## config.mk

```make
export PLATFORM = sky130hd
export DESIGN_NAME = bs3_scan
export DESIGN_NICKNAME = d
export VERILOG_FILES = /design/src/hw/rtl/bs3_pkg.sv /design/src/hw/rtl/bs3_scan.sv
export SDC_FILE = /design/constraint.sdc
export NUM_CORES = 1
export LEC_CHECK = 0
export BUFFER_PORTS_ARGS = -buffer_cell sky130_fd_sc_hd__clkbuf_2
export CAP_MARGIN = 20
export CORE_UTILIZATION = 45
export CTS_BUF_LIST = sky130_fd_sc_hd__clkbuf_2
export DETAILED_ROUTE_END_ITERATION = 16
export PLACE_DENSITY = 0.78
export SLEW_MARGIN = 20
export SYNTH_ARGS = -nofsm -noshare
export SYNTH_HDL_FRONTEND = slang
export SYNTH_SLANG_ARGS = --single-unit
```

## constraint.sdc

```tcl
create_clock -name i_clk -period 2.8 [get_ports i_clk]
set_input_delay 0.28 -clock i_clk [delete_from_list [all_inputs] [get_ports i_clk]]
set_output_delay 0.28 -clock i_clk [all_outputs]
set_load 0.03 [all_outputs]
```

## src/hw/rtl/bs3_pkg.sv

```systemverilog
// ----------------------------------------------------------------------------
// bs3_pkg
// Shared constants, types and helpers for the 3x3 box-sum filter.
// ----------------------------------------------------------------------------
package bs3_pkg;

    localparam int MAX_WIDTH   = 1024;
    localparam int SAMPLE_BITS = 16;
    localparam int ROW_BITS    = 12;
    localparam int COL_BITS    = $clog2(MAX_WIDTH);
    localparam int WIDTH_BITS  = 11;
    localparam int COLSUM_BITS = SAMPLE_BITS + 2;
    localparam int SUM_BITS    = SAMPLE_BITS + 4;

    localparam logic [WIDTH_BITS-1:0] WIDTH_RESET = WIDTH_BITS'(640);
    localparam logic [WIDTH_BITS-1:0] WIDTH_MIN   = WIDTH_BITS'(3);
    localparam logic [WIDTH_BITS-1:0] WIDTH_MAX   = WIDTH_BITS'(MAX_WIDTH);
    localparam logic [ROW_BITS-1:0]   ROW_MAX     = {ROW_BITS{1'b1}};

    typedef logic signed [SAMPLE_BITS-1:0] t_sample;
    typedef logic signed [COLSUM_BITS-1:0] t_colsum;
    typedef logic signed [SUM_BITS-1:0]    t_sum;
    typedef logic [COL_BITS-1:0]           t_col;
    typedef logic [ROW_BITS-1:0]           t_row;
    typedef logic [WIDTH_BITS-1:0]         t_width;

    // word in flight between the scan counters and the line stores
    typedef struct packed {
        logic    valid;
        t_sample sample;
        logic    fend;
        t_col    col;
        t_row    row;
    } t_item;

    // column sum on its way to the window
    typedef struct packed {
        logic    valid;
        logic    emit;
        logic    fend;
        t_colsum colsum;
        t_row    out_row;
        t_col    out_col;
    } t_col_item;

    // scan position counters
    typedef struct packed {
        t_col col;
        t_row row;
    } t_pos;

    function automatic t_width eff_width(input t_width w);
        t_width res;
        res = w;
        if (w < WIDTH_MIN) begin
            res = WIDTH_MIN;
        end else if (w > WIDTH_MAX) begin
            res = WIDTH_MAX;
        end
        return res;
    endfunction

endpackage

```

## src/hw/rtl/bs3_scan.sv

```systemverilog
// ----------------------------------------------------------------------------
// bs3_scan
// Column/row counters, line-store read issue and the first pipeline stage.
// ----------------------------------------------------------------------------
module bs3_scan
    import bs3_pkg::*;
(
    input  logic    i_clk,
    input  logic    i_rst_n,
    input  logic    i_advance,
    input  logic    i_in_valid,
    input  t_sample i_sample,
    input  logic    i_frame_end,
    input  t_width  i_width,
    output logic    o_rd_en,
    output t_col    o_rd_addr,
    output t_item   o_item,
    output t_pos    o_pos
);

    t_col  r_col, n_col;
    t_row  r_row, n_row;
    t_item r_item;
    logic  accept;
    t_width col_inc;

    assign accept  = i_in_valid && i_advance;
    assign col_inc = {1'b0, r_col} + t_width'(1);

    always_comb begin
        n_col = r_col;
        n_row = r_row;
        if (accept) begin
            if (i_frame_end) begin
                n_col = '0;
                n_row = '0;
            end else if (col_inc >= i_width) begin
                n_col = '0;
                // saturate the row index
                if (r_row != ROW_MAX) begin
                    n_row = r_row + t_row'(1);
                end
            end else begin
                n_col = col_inc[COL_BITS-1:0];
            end
        end
    end

    always_ff @(posedge i_clk) begin
        if (!i_rst_n) begin
            r_col  <= '0;
            r_row  <= '0;
            r_item <= '0;
        end else begin
            r_col <= n_col;
            r_row <= n_row;
            if (i_advance) begin
                r_item.valid <= accept;
                if (accept) begin
                    r_item.sample <= i_sample;
                    r_item.fend   <= i_frame_end;
                    r_item.col    <= r_col;
                    r_item.row    <= r_row;
                end
            end
        end
    end

    assign o_rd_en   = accept;
    assign o_rd_addr = r_col;
    assign o_item    = r_item;
    assign o_pos     = '{col: r_col, row: r_row};

endmodule

```

* Word level (Yosys, flattened, before mapping)
Index checks and enable logic that the tools add are counted.
** Operators by class
- Multiplexer cells :: 5
- Magnitude comparators :: 1
- Reduce and logical (&&, ||, !) cells :: 5
- Eq/ne operators :: 1
- Add/subtract/negate cells :: 2
** Operator list (count)
- two-way mux 12 bit :: 3
- two-way mux 10 bit :: 2
- adder 12 x 1 -> 12 bit, second input constant :: 1
- != test 12 bit, second input constant :: 1
- adder 10 x 1 -> 11 bit, second input constant :: 1
- greater-or-equal comparator 11 bit :: 1
- nonzero test 2 bit :: 2
- AND reduction 3 bit :: 1
- AND reduction 2 bit :: 1
- logical AND 1 bit :: 1
** Storage, ports and cells
- Word-level logic and storage cells :: 21
- Output and inout bits :: 73
- Input bits :: 32
- Bits in registers :: 62

* Logic depth before layout (Yosys ltp)
- Depth after elaboration :: 4
- Mapped depth :: 11
- Depth with buffers taken out :: 10

* Worst setup path after synthesis
Ideal clock, no wire load.
- Path kind :: register -> register
- Start point :: register r_col[0], in the netlist o_rd_addr[0]
- End point :: register r_row[2]
- Required time :: 2.678 ns
- Cell stages (with the launch flop) :: 12
- Path slack :: -0.173 ns
- Arrival :: 2.851 ns
- Library setup time :: 0.122 ns
- Cell sequence :: dfxtp_1 -> ha_1 -> and4_1 -> nor2b_1 -> or2_2 -> ha_1 -> a211oi_1 -> o21ai_1 -> a221oi_2 -> buf_4 -> nor3_1 -> a311o_1
** On the way
- Word-level cells in the longest chain between the ends :: 4
** Ends and longest elaborated chain
- start: declaration :: line bs3_scan.sv:21 : t_col r_col, n_col;
- start signal: assignment :: line bs3_scan.sv:55 : r_col <= n_col;
- adder 10 x 1 -> 11 bit :: line bs3_scan.sv:28 : assign col_inc = {1'b0, r_col} + t_width'(1);
- greater-or-equal comparator 11 bit :: line bs3_scan.sv:37 : end else if (col_inc >= i_width) begin
- nonzero test 2 bit (no source line)
- AND reduction 3 bit (no source line)
- end signal: assignment :: line bs3_scan.sv:56 : r_row <= n_row;
- end: declaration :: line bs3_scan.sv:22 : t_row r_row, n_row;
No other way between the ends.
A chain may end at the register's enable or synchronous reset.

* Worst setup path after layout
- Start point :: register r_col[2], in the netlist o_rd_addr[2]
- End point :: register r_row[1]
Same word-level chain as after synthesis.

==> impl_metrics.json <==
{
  "worst_clock_skew_ns": 0.0184,
  "postSynthAreaPerCell_um2": 7.92,
  "drv_cap": 0,
  "clock_tree_from_tritoncts": "done",
  "holdCritPathClass": "primary input to register",
  "yosysWarnings": 0,
  "placed_cells": 543,
  "timing.rr.end": "r_row[1]",
  "max_freq_mhz": 348,
  "initialDrtViolationCount": 102,
  "final_critical_path_setup_slack_ns": -0.0712,
  "rsz0062_at_grt": "true",
  "timing.final.crit_share_pct": 103,
  "die_w_um": 83.7,
  "critPathCapture": "r_row[1]",
  "fin_setup_tns_ns": -0.129,
  "cp_max_fo": 7,
  "finalNonFillerCells": 581,
  "area_delta_synth_final_pct": 32.9,
  "synth.top_cell.area_share_pct": 41.3,
  "crit_start": "o_rd_addr[2]",
  "starting_utilization_of_the_core_area_pct": 47.0,
  "r2r_start": "o_rd_addr[2]",
  "wirelength_um": 8390,
  "final_design_area_no_fill_mm2": 0.00399,
  "nets_finish": 544,
  "start_kind": "register",
  "type_of_destination_of_the_critical_path": "register",
  "p_per_area_mw_per_mm2": 431,
  "wire_per_inst_um": 14.4,
  "cts_buffer_depth": 2,
  "multi_input_gate_area_mm2": 0.00161,
  "worst_path_dominant_cell_family": "simple AND/OR/NAND/NOR gates",
  "route.detailed.vias_per_inst": 5.46,
  "grt_use_met2_pct": 42.3,
  "postSynthNetCount": 424,
  "cell_chain_of_the_critical_path": "and4_4 > buf_6 > nand4_1 > nor2_1 > xor2_1 > ha_1 > nand4_1 > nor3_4 > a221oi_4 > buf_6 > or4b_4 > a21oi_2",
  "ranking_of_synthesized_cells_by_area": "dfxtp_1 41%, nand2_1 13%, a21oi_1 9.2%",
  "cp_num_cells": 12,
  "insertedDiodeCount": 0,
  "dp_hpwl_um": 5460,
  "cts_made_buffers": 9,
  "grt_first_pass_wirelength_um": 13500,
  "post-route-min-period_ns": 2.87,
  "worstMarginPinSlew_ns": 0.629,
  "grt-ovfl-total": 0,
  "port_buffers": 104,
  "antenna_left": 0,
  "synth_seq_cells": 62,
  "violations": "negative setup slack",
  "m1_gr_usage_pct": 28.3,
  "leakage_nw": 1.77,
  "timing.max_slew.rel_slack_pct": 58.0,
  "num_io_pins": 105,
  "fillCellCount": 579,
  "most_heavily_used_metal_layer_in_global_routing": "met2",
  "yosysUniqueCellTypes": 49,
  "via_count_of_the_first_global_routing_pass": 2881,
  "crit_required_ns": 3.22,
  "synth_cells": 379,
  "post_route_cells_drive_above_1_share_pct": 33.3,
  "sequential_cell_area_mm2": 0.00125,
  "critPathArrivalTime_ns": 3.29,
  "grt_start_max_net_pins": 38,
  "synth_flop_cell": "dfxtp_1",
  "synthesis.area_mm2": 0.00300,
  "criticalPathCategory": "register to register",
  "power.ir.vdd_worst_mv": 0.430,
  "worst-path-buf-inv": 2,
  "post_synth_most_frequent_cells": "100 x nand2_1, 62 x dfxtp_1, 55 x a21oi_1, 18 x clkbuf_1, 16 x nand3_1",
  "finalSetupViolations": 5,
  "slew_viol_final": 0,
  "yosys.cell_count.top_type": "nand2_1",
  "cts_htree_levels": 3,
  "drt_pre_antenna_iters": 4,
  "dieArea_mm2": 0.00700,
  "groute.usage.overall_pct": 24.0,
  "timing.reg2reg.setup_slack_ns": -0.07,
  "worstRegToRegCells": 12,
  "timing_hold_violations_final": 0,
  "synth_edf_count": 0,
  "final_routed_drc_violation_total": 0,
  "die_h_um": 83.7,
  "core_region_area_mm2": 0.00639,
  "gp_routability_congestion": 0.838,
  "groute.layer.met3.usage_pct": 6.53,
  "placedInstanceArea_mm2": 0.00358,
  "clock_sink_count": 62,
  "async_flop_share_pct": 0,
  "cts-root-buf": "clkbuf_2",
  "run_status": "complete, but fails checks",
  "cts.clk_slew.worst_paths_ns": 0.17,
  "critical_path.max_stage_delay_ns": 0.48,
  "synth_area_leader_cell": "dfxtp_1",
  "core.rowCount": 29,
  "grt_antenna_before_repair": 0,
  "worst_path_max_delay_cell": "or4b_4",
  "synth-seq-area-share_pct": 41.3,
  "power.total_mw": 1.72,
  "detailroute.via_count": 3173,
  "insertion_delay_of_the_later_clocked_pin_in_the_worst_skew_pair_ns": 0.49
}
final cells by class:
type / count / area share [%]
inverter: 12 / 1.13
tap: 77 / 2.41
sequential: 62 / 31.3
clock buffer: 10 / 1.25
clock inverter: 6 / 1.91
multi-input combinational: 271 / 40.3
timing repair buffer: 143 / 21.7
layer usage:
| metal | vias up | wire, um | share of wire, % |
|---|---|---|---|
| li1 | 1549 | - | - |
| met1 | 1491 | 3330 | 40 |
| met2 | 118 | 4430 | 53 |
| met3 | 15 | 505 | 6.0 |
| met4 | 0 | 132 | 1.6 |
| met5 | - | 0 | 0 |
through the flow:
stage	setup slack [ns]	utilization, %	hold slack, ns
after floorplan	0.00305	-	0.416
after global placement	0.0149	56.1	0.441
after detailed placement	-0.0873	56.1	0.446
after CTS	0.00744	61.4	0.0397
after global routing	-0.217	62.5	0.0261
final	-0.0712	62.5	0.0787
kinds of logic after synthesis:
logic type,count (synthesis),share of synthesized area (%)
AO/OA/AOI/OAI,83,16.7
XOR/XNOR,7,2.04
adder cells (fa/ha/maj),13,5.42
AND/OR/NAND/NOR,168,27.1
buffers and inverters,46,7.42
flip-flops,62,41.3
flip-flops by register name, summed over array words and instances (netlist names):
signal,flops
o_rd_addr,10
o_item,40
r_row,12
worst register-to-register path: stages (launching register included):
cell      delay, ns
dfxtp_2        0.37
and4_4         0.24
buf_6          0.09
nand4_1        0.13
nor2_1         0.16
xor2_1         0.27
ha_1           0.21
nand4_1        0.14
nor3_4         0.28
a221oi_4       0.11
buf_6          0.17
or4b_4         0.48
a21oi_2        0.15
report_power, final:
| part | switching (mW) | total [mW] | internal (mW) |
|---|---|---|---|
| Sequential | 0.00767 | 0.904 | 0.897 |
| Combinational | 0.131 | 0.206 | 0.0750 |
| Clock | 0.319 | 0.609 | 0.290 |
| Total | 0.457 | 1.72 | 1.26 |
worst min-delay path by stage:
stage / startpoint / endpoint / slack, ns / depth (start not counted)
after floorplan: i_sample[0] / o_item[23] / 0.42 / 2
after global placement: o_item[12] / o_item[12] / 0.44 / 2
after detailed placement: o_item[12] / o_item[12] / 0.45 / 2
after CTS: i_advance / o_item[39] / 0.04 / 3
after global routing: i_advance / o_item[39] / 0.03 / 3
final: i_advance / o_item[39] / 0.08 / 3
cell usage in the layout (no fill, tap or decap), types with 2 or more instances in the layout:
cell type / count
nand4_1: 3
clkbuf_2: 114
nand2_2: 2
dfxtp_2: 6
a31oi_1: 4
a311o_1: 5
nor4b_1: 4
and3_1: 2
nand2_1: 98
o21ai_1: 2
ha_1: 12
dfxtp_1: 56
a21oi_1: 52
o21ai_0: 5
a21oi_2: 3
nor2b_1: 3
bufinv_16: 2
xor2_1: 2
dlygate4sd3_1: 16
and4_1: 2
nor2_1: 10
o211ai_1: 3
nand3_1: 16
xnor2_1: 5
nor3_1: 8
nor3b_1: 2
buf_6: 3
inv_1: 10
or3_1: 2
clkinv_1: 4
buf_4: 20
nor3_4: 2
timing repair:
item	4_1_cts	5_1_grt
resized for setup	5	14
pin swaps	6	13
hold endpoints to repair	16	0
gates cloned	1	0
endpoints found under the setup margin	14	21
buffers inserted	3	2
hold buffers	16	0
No activity file was read; power rests on OpenSTA's default activity.
